**config.mk**
```make
export PLATFORM = sky130hd
export DESIGN_NAME = segment_lcd_text_writer_unit
export DESIGN_NICKNAME = d
export VERILOG_FILES = /design/src/rtl/seglcd_pkg.sv /design/src/rtl/seglcd_datapath.sv /design/src/rtl/seglcd_ctrl.sv /design/src/rtl/segment_lcd_text_writer_unit.sv
export SDC_FILE = /design/constraint.sdc
export NUM_CORES = 2
export LEC_CHECK = 0
export ABC_AREA = 1
export BUFFER_PORTS_ARGS = -buffer_cell sky130_fd_sc_hd__buf_2
export CAP_MARGIN = 20
export CORE_MARGIN = 4
export CORE_UTILIZATION = 58
export CTS_CLUSTER_DIAMETER = 150
export CTS_CLUSTER_SIZE = 25
export DETAILED_ROUTE_END_ITERATION = 10
export PLACE_DENSITY = 0.79
export SYNTH_ARGS = -nofsm -noshare
export SYNTH_HDL_FRONTEND = slang
export SYNTH_SLANG_ARGS = --single-unit
```
**constraint.sdc**
```tcl
create_clock -name clk -period 6.73 [get_ports clk]
set_input_delay 1.0095 -clock clk [delete_from_list [all_inputs] [get_ports clk]]
set_output_delay 1.0095 -clock clk [all_outputs]
set_load 0.02 [all_outputs]
```
**src/rtl/seglcd_pkg.sv**
```systemverilog
// Shared types, codes and character tables for the segment LCD text writer.
package seglcd_pkg;

  // Command codes carried in the action field.
  localparam logic [1:0] ACT_CHAR   = 2'd0;
  localparam logic [1:0] ACT_NUMBER = 2'd1;
  localparam logic [1:0] ACT_DIGITS = 2'd2;
  localparam logic [1:0] ACT_CLEAR  = 2'd3;

  // Source of the character that the write unit places.
  localparam logic [1:0] WR_CHAR = 2'd0;
  localparam logic [1:0] WR_NUM  = 2'd1;
  localparam logic [1:0] WR_HI   = 2'd2;
  localparam logic [1:0] WR_LO   = 2'd3;

  // Reciprocal of ten: floor(x / 10) == (x * RECIP_TEN) >> RECIP_SHIFT for any 32-bit x.
  localparam logic [31:0] RECIP_TEN   = 32'hCCCC_CCCD;
  localparam int          RECIP_SHIFT = 35;
  localparam int          QUOT_W      = 64 - RECIP_SHIFT;

  localparam logic [7:0] CHAR_ZERO    = 8'h30;
  localparam logic [7:0] CHAR_NINE    = 8'h39;
  localparam logic [7:0] CHAR_UPPER_A = 8'h41;
  localparam logic [7:0] CHAR_UPPER_Z = 8'h5A;
  localparam logic [7:0] CHAR_LOWER_A = 8'h61;
  localparam logic [7:0] CHAR_LOWER_Z = 8'h7A;
  localparam logic [7:0] CASE_OFFSET  = 8'h20;

  typedef struct packed {
    logic [1:0]         action;
    logic [7:0]         char_code;
    logic [3:0]         position;
    logic signed [31:0] number;
  } seglcd_req_t;

  typedef struct packed {
    logic        status;
    logic [23:0] row0_bits;
    logic [23:0] row1_bits;
    logic [23:0] row2_bits;
    logic [23:0] row3_bits;
  } seglcd_rsp_t;

  // Commands from the controller to the datapath.
  typedef struct packed {
    logic       load;
    logic       clear;
    logic       mul;
    logic       div_step;
    logic       wr_en;
    logic [1:0] wr_sel;
    logic       finish;
  } seglcd_cmd_t;

  // Status from the datapath back to the controller.
  typedef struct packed {
    logic [1:0] action;
    logic       x_zero;
    logic       q_zero;
    logic       k_first;
    logic       k_last;
    logic       wr_err;
    logic       out_free;
  } seglcd_sts_t;

  // Segment code of a lowercase letter, indexed from 'a'.
  function automatic logic [15:0] letter_code(input logic [4:0] idx);
    logic [15:0] code;
    case (idx)
      5'd0:    code = 16'h0f51;
      5'd1:    code = 16'h3991;
      5'd2:    code = 16'h1441;
      5'd3:    code = 16'h3191;
      5'd4:    code = 16'h1641;
      5'd5:    code = 16'h0641;
      5'd6:    code = 16'h1d41;
      5'd7:    code = 16'h0f50;
      5'd8:    code = 16'h3081;
      5'd9:    code = 16'h1510;
      5'd10:   code = 16'h8648;
      5'd11:   code = 16'h1440;
      5'd12:   code = 16'h0578;
      5'd13:   code = 16'h8570;
      5'd14:   code = 16'h1551;
      5'd15:   code = 16'h0e51;
      5'd16:   code = 16'h9551;
      5'd17:   code = 16'h8e51;
      5'd18:   code = 16'h9241;
      5'd19:   code = 16'h2081;
      5'd20:   code = 16'h1550;
      5'd21:   code = 16'h4448;
      5'd22:   code = 16'hc550;
      5'd23:   code = 16'hc028;
      5'd24:   code = 16'h1b50;
      5'd25:   code = 16'h5009;
      default: code = 16'h0000;
    endcase
    return code;
  endfunction

  // Segment code of a decimal digit.
  function automatic logic [15:0] digit_code(input logic [3:0] idx);
    logic [15:0] code;
    case (idx)
      4'd0:    code = 16'h5559;
      4'd1:    code = 16'h0118;
      4'd2:    code = 16'h1e11;
      4'd3:    code = 16'h1911;
      4'd4:    code = 16'h0b50;
      4'd5:    code = 16'h1b41;
      4'd6:    code = 16'h1f41;
      4'd7:    code = 16'h0111;
      4'd8:    code = 16'h1f51;
      4'd9:    code = 16'h1b51;
      default: code = 16'h0000;
    endcase
    return code;
  endfunction

  // Returns {valid, code}; uppercase folds to lowercase.
  function automatic logic [16:0] char_lookup(input logic [7:0] ch);
    logic [7:0]  lc;
    logic [16:0] res;
    lc = ch;
    if (ch >= CHAR_UPPER_A && ch <= CHAR_UPPER_Z) begin
      lc = ch + CASE_OFFSET;
    end
    if (lc >= CHAR_LOWER_A && lc <= CHAR_LOWER_Z) begin
      res = {1'b1, letter_code(5'(lc - CHAR_LOWER_A))};
    end else if (lc >= CHAR_ZERO && lc <= CHAR_NINE) begin
      res = {1'b1, digit_code(4'(lc - CHAR_ZERO))};
    end else begin
      res = 17'd0;
    end
    return res;
  endfunction

endpackage

```
**src/rtl/seglcd_datapath.sv**
```systemverilog
// Datapath: request fields, decimal digit extraction, segment rows and result register.
module seglcd_datapath #(
  parameter int NUM_POSITIONS = 6
) (
  input  logic                     clk,
  input  logic                     rst,
  input  seglcd_pkg::seglcd_req_t  req,
  input  seglcd_pkg::seglcd_cmd_t  cmd,
  input  logic [7:0]               protected_bits_mask,
  input  logic                     rsp_stall,
  output seglcd_pkg::seglcd_sts_t  sts,
  output logic                     rsp_valid,
  output seglcd_pkg::seglcd_rsp_t  rsp
);
  import seglcd_pkg::*;

  localparam int         KW        = $clog2(NUM_POSITIONS);
  localparam logic [4:0] POS_LIMIT = 5'(NUM_POSITIONS);
  localparam logic [4:0] POS_LAST  = 5'(NUM_POSITIONS - 1);
  localparam logic [KW-1:0] K_LAST = KW'(NUM_POSITIONS - 1);

  logic [1:0]        action;
  logic [7:0]        char_code;
  logic [3:0]        position;
  logic              neg;
  logic [31:0]       x;
  logic [QUOT_W-1:0] q;
  logic [KW-1:0]     k;
  logic [3:0]        d0;
  logic [3:0]        d1;
  logic              d0_neg;
  logic              d1_neg;
  logic              status;
  logic [23:0]       rows [4];

  logic [3:0]  rem;
  logic        rem_neg;
  logic [63:0] product;
  logic [7:0]  wr_ch;
  logic [4:0]  wr_pos;
  logic        wr_bad;
  logic [16:0] lookup;
  logic        wr_err;
  logic        wr_do;
  logic [4:0]  shift;
  logic [23:0] lane;
  logic [23:0] row_mask [4];
  logic [23:0] row_data [4];

  // Remainder of x by ten from the registered quotient; four bits are exact.
  assign rem     = x[3:0] - {q[0], 3'b000} - {q[2:0], 1'b0};
  assign rem_neg = neg && (rem != 4'd0);
  assign product = 64'(x) * 64'(RECIP_TEN);

  // Pick the character and position for this write.
  always_comb begin
    case (cmd.wr_sel)
      WR_CHAR: begin
        wr_ch  = char_code;
        wr_pos = {1'b0, position};
        wr_bad = 1'b0;
      end
      WR_NUM: begin
        wr_ch  = CHAR_ZERO + 8'(rem);
        wr_pos = POS_LAST - 5'(k);
        wr_bad = rem_neg;
      end
      WR_HI: begin
        wr_ch  = CHAR_ZERO + 8'(d1);
        wr_pos = {1'b0, position};
        wr_bad = d1_neg;
      end
      WR_LO: begin
        wr_ch  = CHAR_ZERO + 8'(d0);
        wr_pos = {1'b0, position} + 5'd1;
        wr_bad = d0_neg;
      end
      default: begin
        wr_ch  = char_code;
        wr_pos = {1'b0, position};
        wr_bad = 1'b0;
      end
    endcase
  end

  assign lookup = char_lookup(wr_ch);
  assign wr_err = wr_bad || (wr_pos >= POS_LIMIT) || !lookup[16];
  assign wr_do  = cmd.wr_en && !wr_err;

  // Each code nibble lands in its row at the nibble slot of the position.
  assign shift = {wr_pos[2:0], 2'b00};
  assign lane  = 24'h00000F << shift;

  always_comb begin
    for (int r = 0; r < 4; r++) begin
      row_data[r] = 24'(lookup[4*r +: 4]) << shift;
      row_mask[r] = lane;
    end
    row_mask[0] = lane & ~{3{protected_bits_mask}};
  end

  // Status back to the controller.
  always_comb begin
    sts.action   = action;
    sts.x_zero   = (x == 32'd0);
    sts.q_zero   = (q == '0);
    sts.k_first  = (k == '0);
    sts.k_last   = (k == K_LAST);
    sts.wr_err   = wr_err;
    sts.out_free = !rsp_valid || !rsp_stall;
  end

  // Request capture and digit extraction registers.
  always_ff @(posedge clk) begin
    if (cmd.load) begin
      action    <= req.action;
      char_code <= req.char_code;
      position  <= req.position;
      neg       <= req.number[31];
      x         <= req.number[31] ? 32'(-req.number) : 32'(req.number);
    end
    if (cmd.mul) begin
      q <= product[63:RECIP_SHIFT];
    end
    if (cmd.div_step) begin
      x <= 32'(q);
      if (k == '0) begin
        d0     <= rem;
        d0_neg <= rem_neg;
      end else begin
        d1     <= rem;
        d1_neg <= rem_neg;
      end
    end
  end

  // Digit counter and command status.
  always_ff @(posedge clk) begin
    if (rst) begin
      k      <= '0;
      status <= 1'b0;
    end else begin
      if (cmd.load) begin
        k      <= '0;
        status <= 1'b0;
      end else begin
        if (cmd.div_step) begin
          k <= k + KW'(1);
        end
        if (cmd.wr_en && wr_err) begin
          status <= 1'b1;
        end
      end
    end
  end

  // Segment rows: masked nibble writes and the clear command.
  always_ff @(posedge clk) begin
    if (rst) begin
      for (int r = 0; r < 4; r++) begin
        rows[r] <= 24'd0;
      end
    end else if (cmd.clear) begin
      rows[0] <= rows[0] & {3{protected_bits_mask}};
      for (int r = 1; r < 4; r++) begin
        rows[r] <= 24'd0;
      end
    end else if (wr_do) begin
      for (int r = 0; r < 4; r++) begin
        rows[r] <= (rows[r] & ~row_mask[r]) | (row_data[r] & row_mask[r]);
      end
    end
  end

  // Result register holds until the receiver takes it.
  always_ff @(posedge clk) begin
    if (rst) begin
      rsp_valid <= 1'b0;
    end else if (cmd.finish) begin
      rsp_valid <= 1'b1;
    end else if (!rsp_stall) begin
      rsp_valid <= 1'b0;
    end
  end

  always_ff @(posedge clk) begin
    if (cmd.finish) begin
      rsp.status    <= status;
      rsp.row0_bits <= rows[0];
      rsp.row1_bits <= rows[1];
      rsp.row2_bits <= rows[2];
      rsp.row3_bits <= rows[3];
    end
  end

endmodule

```
**src/rtl/seglcd_ctrl.sv**
```systemverilog
// Controller state machine that sequences each request through the datapath.
module seglcd_ctrl (
  input  logic                    clk,
  input  logic                    rst,
  input  logic                    req_valid,
  output logic                    req_stall,
  input  seglcd_pkg::seglcd_sts_t sts,
  output seglcd_pkg::seglcd_cmd_t cmd
);
  import seglcd_pkg::*;

  localparam logic [2:0] S_IDLE     = 3'd0;
  localparam logic [2:0] S_DISPATCH = 3'd1;
  localparam logic [2:0] S_MUL      = 3'd2;
  localparam logic [2:0] S_DIG      = 3'd3;
  localparam logic [2:0] S_PUT_HI   = 3'd4;
  localparam logic [2:0] S_PUT_LO   = 3'd5;
  localparam logic [2:0] S_DONE     = 3'd6;

  logic [2:0] state;
  logic [2:0] state_next;

  assign req_stall = (state != S_IDLE);

  // Next state and commands.
  always_comb begin
    state_next = state;
    cmd        = '0;
    cmd.wr_sel = WR_CHAR;
    case (state)
      S_IDLE: begin
        if (req_valid) begin
          cmd.load   = 1'b1;
          state_next = S_DISPATCH;
        end
      end
      S_DISPATCH: begin
        case (sts.action)
          ACT_CHAR: begin
            cmd.wr_en  = 1'b1;
            cmd.wr_sel = WR_CHAR;
            state_next = S_DONE;
          end
          ACT_NUMBER: begin
            state_next = sts.x_zero ? S_DONE : S_MUL;
          end
          ACT_DIGITS: begin
            state_next = S_MUL;
          end
          ACT_CLEAR: begin
            cmd.clear  = 1'b1;
            state_next = S_DONE;
          end
          default: begin
            state_next = S_DONE;
          end
        endcase
      end
      S_MUL: begin
        cmd.mul    = 1'b1;
        state_next = S_DIG;
      end
      S_DIG: begin
        cmd.div_step = 1'b1;
        if (sts.action == ACT_NUMBER) begin
          // Write this digit right-aligned, then stop on error or when done.
          cmd.wr_en  = 1'b1;
          cmd.wr_sel = WR_NUM;
          if (sts.wr_err || sts.q_zero || sts.k_last) begin
            state_next = S_DONE;
          end else begin
            state_next = S_MUL;
          end
        end else begin
          // Two-digit write: extract units first, then tens.
          state_next = sts.k_first ? S_MUL : S_PUT_HI;
        end
      end
      S_PUT_HI: begin
        cmd.wr_en  = 1'b1;
        cmd.wr_sel = WR_HI;
        state_next = sts.wr_err ? S_DONE : S_PUT_LO;
      end
      S_PUT_LO: begin
        cmd.wr_en  = 1'b1;
        cmd.wr_sel = WR_LO;
        state_next = S_DONE;
      end
      S_DONE: begin
        if (sts.out_free) begin
          cmd.finish = 1'b1;
          state_next = S_IDLE;
        end
      end
      default: begin
        state_next = S_IDLE;
      end
    endcase
  end

  always_ff @(posedge clk) begin
    if (rst) begin
      state <= S_IDLE;
    end else begin
      state <= state_next;
    end
  end

endmodule

```
**src/rtl/segment_lcd_text_writer_unit.sv**
```systemverilog
// Top level of the six-position 14-segment LCD text writer.
//
// A request on req (valid/stall) carries an action, a character, a position
// and a signed number. Each request yields one response on rsp (valid/stall)
// with a status bit and all four segment rows after the command.
// The cfg channel (valid/ready, always ready) writes the protected bit mask
// of row 0; write it only while no request is in flight.
// A character write or a clear goes from dispatch straight to the final
// state. A number takes, per decimal digit (up to NUM_POSITIONS digits), a
// multiply-by-reciprocal step and a remainder-and-write step; a two-digit
// write extracts both digits this way and then writes the tens digit and the
// units digit (the units write is skipped when the tens digit is rejected).
// One request is in work at a time; the next request is taken as soon as the
// previous result sits in the response register, even if it is stalled.
// If the receiver stalls, the response register holds its value and the
// controller waits in its final state before posting the next one.
// Reset clears all segment rows, the mask and the response valid.
module segment_lcd_text_writer_unit #(
  parameter int NUM_POSITIONS = 6
) (
  input  logic                    clk,
  input  logic                    rst,
  input  logic                    req_valid,
  output logic                    req_stall,
  input  seglcd_pkg::seglcd_req_t req,
  output logic                    rsp_valid,
  input  logic                    rsp_stall,
  output seglcd_pkg::seglcd_rsp_t rsp,
  input  logic                    cfg_valid,
  output logic                    cfg_ready,
  input  logic [7:0]              cfg_data
);
  import seglcd_pkg::*;

  seglcd_cmd_t cmd;
  seglcd_sts_t sts;
  logic [7:0]  protected_bits_mask;

  // Configuration register.
  assign cfg_ready = 1'b1;

  always_ff @(posedge clk) begin
    if (rst) begin
      protected_bits_mask <= 8'd0;
    end else if (cfg_valid && cfg_ready) begin
      protected_bits_mask <= cfg_data;
    end
  end

  seglcd_ctrl u_ctrl (
    .clk       (clk),
    .rst       (rst),
    .req_valid (req_valid),
    .req_stall (req_stall),
    .sts       (sts),
    .cmd       (cmd)
  );

  seglcd_datapath #(
    .NUM_POSITIONS (NUM_POSITIONS)
  ) u_datapath (
    .clk                 (clk),
    .rst                 (rst),
    .req                 (req),
    .cmd                 (cmd),
    .protected_bits_mask (protected_bits_mask),
    .rsp_stall           (rsp_stall),
    .sts                 (sts),
    .rsp_valid           (rsp_valid),
    .rsp                 (rsp)
  );

endmodule
```
[Word-level counts from Yosys, hierarchy flattened]
Memories as Yosys holds them, arrays and structs flattened.
Index checks and enable logic that the tools add are counted.
Word-level totals
  flip-flop bits (word level): 199
  output and inout bits: 100
  logic and storage cells: 169
  memories kept: 3
  RAM bits: 96
  bits in latches: 0
  ROM bits: 608
  input bits: 59
Operators by class
  $add $sub $neg: 12
  reduce and logical (&&, ||, !) cells: 30
  bitwise logic cells: 26
  multiplexer cells: 48
  multipliers: 1
  divide/modulo/power cells: 0
  shift operators: 5
  $lt $le $gt $ge: 7
  equal/unequal tests: 16
Memory list
  (no name shown): words 32, bits a word 14, rd ports 1, clocked after memory_dff 0, wr ports 0, line seglcd_pkg.sv:69  | case (idx)
  (no name shown): words 16, bits a word 10, rd ports 1, clocked after memory_dff 0, wr ports 0, line seglcd_pkg.sv:104  | case (idx)
  u_datapath.rows: words 4, bits a word 24, rd ports 4, clocked after memory_dff 0, wr ports 4, line seglcd_datapath.sv:34  | logic [23:0] rows [4];
Operators with widths (number)
  24-bit AND: 10
  24-bit 2-to-1 mux: 8
  24-bit bitwise OR: 4
  4-bit by 5-bit << shifter with 24-bit output: 4
  24-bit NOT: 3
  32-bit by 32-bit multiplier with 64-bit output (second input constant): 1
  29-bit 2-to-1 mux: 2
  17-bit 2-to-1 mux: 2
  32-bit zero test: 1
  32-bit 2-to-1 mux: 1
  32-bit negator: 1
  8-bit case mux with 4 select lines: 1
  29-bit zero test: 1
  3-bit 2-to-1 mux: 8
  4-bit by 5-bit << shifter with 24-bit output (first input constant): 1
  6-bit by 4-bit adder with 7-bit output (first input constant): 3
  3-bit case mux with 7 select lines: 1
  1-bit 2-to-1 mux: 19
  8-bit by 7-bit greater-or-equal comparator with 1-bit output (second input constant): 2
  8-bit by 7-bit less-or-equal comparator with 1-bit output (second input constant): 2
  5-bit case mux with 3 select lines: 1
  3-bit == test (second input constant): 4
  3-bit case mux with 4 select lines: 1
  3-bit case mux with 3 select lines: 1
  31 further kinds: 63

[Longest topological paths before layout]
  depth in word-level cells: 21
  gate-level depth with buffers: 32
  depth with buffers taken out: 31

[By module]
From an unflattened synthesis, not the netlist that was laid out.
Second synthesis, totals
  cells, all modules: 3284
  area, all modules: 30972.2 um^2
Modules (own cells, without submodules)
  seglcd_datapath: instances 1, cells each 3174, area each 30277.8 um^2
  segment_lcd_text_writer_unit: instances 1, cells each 53, area each 352.8 um^2
  seglcd_ctrl: instances 1, cells each 57, area each 341.6 um^2

[Least setup slack after synthesis]
No wires, ideal clock.
  path kind: flip-flop to flip-flop
  start point: register u_datapath.x[8]
  end point: register u_datapath.q[18], data pin
  data required time: 6.470 ns
  path buffers: 1
  stages on the path, launching flop included: 27
  data arrival time: 6.186 ns
  path slack: 0.284 ns
  library setup time: 0.260 ns
  path through: edfxtp_1 > inv_1 > ha_1 > clkbuf_1 > xnor2_1 > o21ai_0 > fa_1 > inv_1 > fa_1 > fa_1 > inv_1 > fa_1 > fa_1 > inv_1 > fa_1 > inv_1 > ha_1 > nand2_1 > nor2_1 > nand2_1 > o21ai_0 > a21oi_1 > o211ai_1 > o21ai_0 > o21ai_0 > a21oi_1 > xnor2_1
Between the ends
  word-level cells in the longest chain between the ends: 1
Ends and longest elaborated chain
  start, declared: line seglcd_datapath.sv:26  | logic [31:0] x;
  start signal, assigned: line seglcd_datapath.sv:120  | x <= req.number[31] ? 32'(-req.number) : 32'(req.number);
  start signal, assigned: line seglcd_datapath.sv:126  | x <= 32'(q);
  32-bit by 32-bit multiplier with 64-bit output: line seglcd_datapath.sv:53  | assign product = 64'(x) * 64'(RECIP_TEN);
  via u_datapath.product[53]: line seglcd_datapath.sv:38  | logic [63:0] product;
  end signal, assigned: line seglcd_datapath.sv:123  | q <= product[63:RECIP_SHIFT];
  end, declared: line seglcd_datapath.sv:27  | logic [QUOT_W-1:0] q;
The timed path passes the listed nets, and every way through them passes these cells.
A chain may end at the register's enable or synchronous reset.

[Final worst setup path]
  start point: register u_datapath.x[17]
  end point: register u_datapath.q[24], data pin
The elaborated chain is that of the path after synthesis.

==> impl_metrics.ini <==
[status]
run_status = finished with violations
failing_checks = negative setup slack

[logic_synthesis]
yosysSeqAreaShare_pct = 26.9
syn_nets = 4182
synth.largest_area_cell = fa_1
synth_ff_type = edfxtp_1
synthTopCellsByArea = fa_1, edfxtp_1, ha_1
post_synth.cell_area_avg_um2 = 9.37
asyncSetResetFlopFracSynth_pct = 0
yosys.cell_types.count = 52
netlist.area_leader.share_pct = 24.6
synth.most_common_cell = inv_1
synth_common_cells = inv_1, nand2_1, ha_1
synth-seq-cells = 295
syn_area_um2 = 31400
synth_edf_count = 252
synth_cells = 3348
yosysWarningCount = 0

[grt]
first_global_vias = 25400
globalRouteMet1Util_pct = 43.8
globalRouteTotalUtil_pct = 32.8
grt_overflow_total = 0
globalRoute.busiestLayer = met2
grt_first_pass_wirelength_um = 144000
gr-usage-met3_pct = 6.19
grt_antenna_before_repair = 5
met2_usage_pct = 52.1
pin_count_of_the_biggest_net_entering_global_routing = 81

[timing]
period_share_pct = 102
worst_slew_pin_slew_ns = 1.23
finClkSkew_ns = 0.0731
fmax_mhz = 146
timing.final.max_slew_violations = 0
timing.final.setup_violations = 13
post-route-worst-setup-slack_ns = -0.132
rsz0062_at_grt = true
finalHoldViolCount = 0
finalCriticalPeriod_ns = 6.86
timing.slew.headroom_pct = 17.3

[clock_tree]
cts_made_buffers = 16
tritoncts_clock_tree = done
cts-root-buf = clkbuf_16
worstSkewPairLatency_ns = 0.56
clockBufferDepth = 3
cts_num_sinks = 295
htree_num_levels = 1
clk_transition_reported_paths_ns = 0.12

[detailed_routing]
wl_per_cell_um = 21.8
drc_errors = 0
drtIter0Drc = 2888
routed_wirelength_um = 97400
vias_per_cell = 5.76
drt_pass1_iterations = 6
vias = 25700
detail-route-antenna-nets = 0

[setup_path]
critPathLaunchType = flip-flop
critPathBufInv = 8
slowest_stage_delay_on_critical_path_ns = 0.58
cp_data_arrival_time_ns = 7.16
top_fanout_value_on_the_critical_path = 3
setup.worst_path.end_class = flip-flop
ff2ff_path_depth = 25
cell_with_the_biggest_individual_delay_on_the_critical_path = fa_1
critical_path.top_delay_family = adder cells
worst-setup-path-type = flip-flop to flip-flop
critical_path_depth = 25
cpMostUsedCell = fa_1
critical_path_required_ns = 7.03

[floorplanning]
die_h_um = 241
io_pins = 159
rows = 84
starting_density_pct = 59.1
die-width_um = 241
core_area_um2 = 53100
die-area_um2 = 57900

[place]
dp_hpwl_um = 79700
pre_cts_slack_ns = -0.0942
place_congestion = 1.04
portBuffers = 157

[cells_and_area]
post_route_utilization_pct = 68.5
drive_above_1_share_pct = 16.9
total_nets_final = 4596
areaGrowthSynthToFinish_pct = 15.8

[job]
max-cap-violations = 0

[min_path]
hold_class = flip-flop to flip-flop
min_path_cells = 0
-- flip-flops by register name (all words and copies together) (netlist names), 2 cells and up, named ones only --
| signal | flops |
|---|---|
| u_datapath.k | 3 |
| protected_bits_mask | 8 |
| u_datapath.action | 2 |
| u_datapath.d1 | 4 |
| u_datapath.x | 32 |
| u_datapath.d0 | 4 |
| u_datapath.position | 4 |
| u_datapath.q | 29 |
| u_datapath.rsp | 97 |
| u_datapath.rows | 84 |
| u_ctrl.state | 3 |
| u_datapath.char_code | 8 |
-- metal layers --
metal	share of wire [%]	wire, µm	vias to the layer above
met5	0.040	39	-
met4	6.8	6580	6
met3	9.9	9610	313
met2	46	44400	1545
met1	38	36700	12400
li1	-	-	11500
-- logic make-up after synthesis --
kind of cell               count (synthesis)  share of synthesized area [%]
other                                      1                         0.0120
DFF                                      295                           26.9
and+or+nand+nor                          873                           11.9
adders and majority gates                775                           40.1
xor gates and xnor gates                 107                           3.01
AOI/OAI and AO/OA                        422                           7.43
buffers and inverters                    875                           10.7
-- path summary, 6_finish.rpt --
path,startpoint,endpoint,slack (ns)
worst max-delay path,u_datapath.x[17],u_datapath.q[24],-0.13
worst min-delay path,u_datapath.rows[3][1],u_datapath.rsp[1],0.45
worst max register to register,u_datapath.x[17],u_datapath.q[24],-0.13
worst min register to register,u_datapath.rows[3][1],u_datapath.rsp[1],0.45
-- stage by stage --
step / hold WS (ns) / setup TNS, ns / area, µm² / cells
floorplan: 0.409 / 0 / 31400 / 3348
global placement: 0.433 / -0.130 / 34700 / 4389
detailed placement: 0.433 / -0.257 / 34700 / 4390
CTS: 0.454 / 0 / 35200 / 4419
global route: 0.460 / -3.48 / 36300 / 4458
finish: 0.454 / -0.702 / 36300 / 4462
-- timing repair --
action,in CTS,in global routing
buffers inserted,3,39
pin swaps,0,38
hold buffers,0,0
resized for setup,7,144
setup endpoints to repair,11,27
-- area by class of cell --
cell class	count	area, µm²
diodes	4	10.0
clock buffers	24	452
clock inverters	2	31.3
fillers	3905	16700
inverters	819	3080
multi-input cells	2178	20400
flip-flops and latches	295	8430
well taps	688	861
repair buffers	452	3030
-- cell usage in the layout, fill, tap and decap left out, types with 4 or more instances in the layout --
master / n
o21bai_1: 7
clkbuf_1: 7
ha_2: 12
nand3_2: 8
clkbuf_16: 17
a21oi_2: 19
nor2_1: 162
xor2_1: 73
a21oi_1: 172
o211ai_1: 20
dfxtp_1: 43
xnor2_1: 28
nand4_1: 25
nand2_1: 449
diode_2: 4
nor2_2: 13
inv_1: 803
nor3_1: 17
nand3_1: 148
a31oi_2: 5
buf_2: 157
fa_1: 384
inv_2: 14
o21ai_2: 5
nand2_2: 15
a21o_1: 9
nor4_1: 10
nor3_2: 4
a211oi_1: 4
buf_4: 293
or2_2: 6
o21ai_0: 109
ha_1: 344
o21ai_1: 16
ha_4: 33
xor2_2: 5
a31oi_1: 24
o21a_1: 4
edfxtp_1: 252
Power is not shown: default switching activity piles up to over one toggle a cycle in this logic, so the estimate is an artifact.
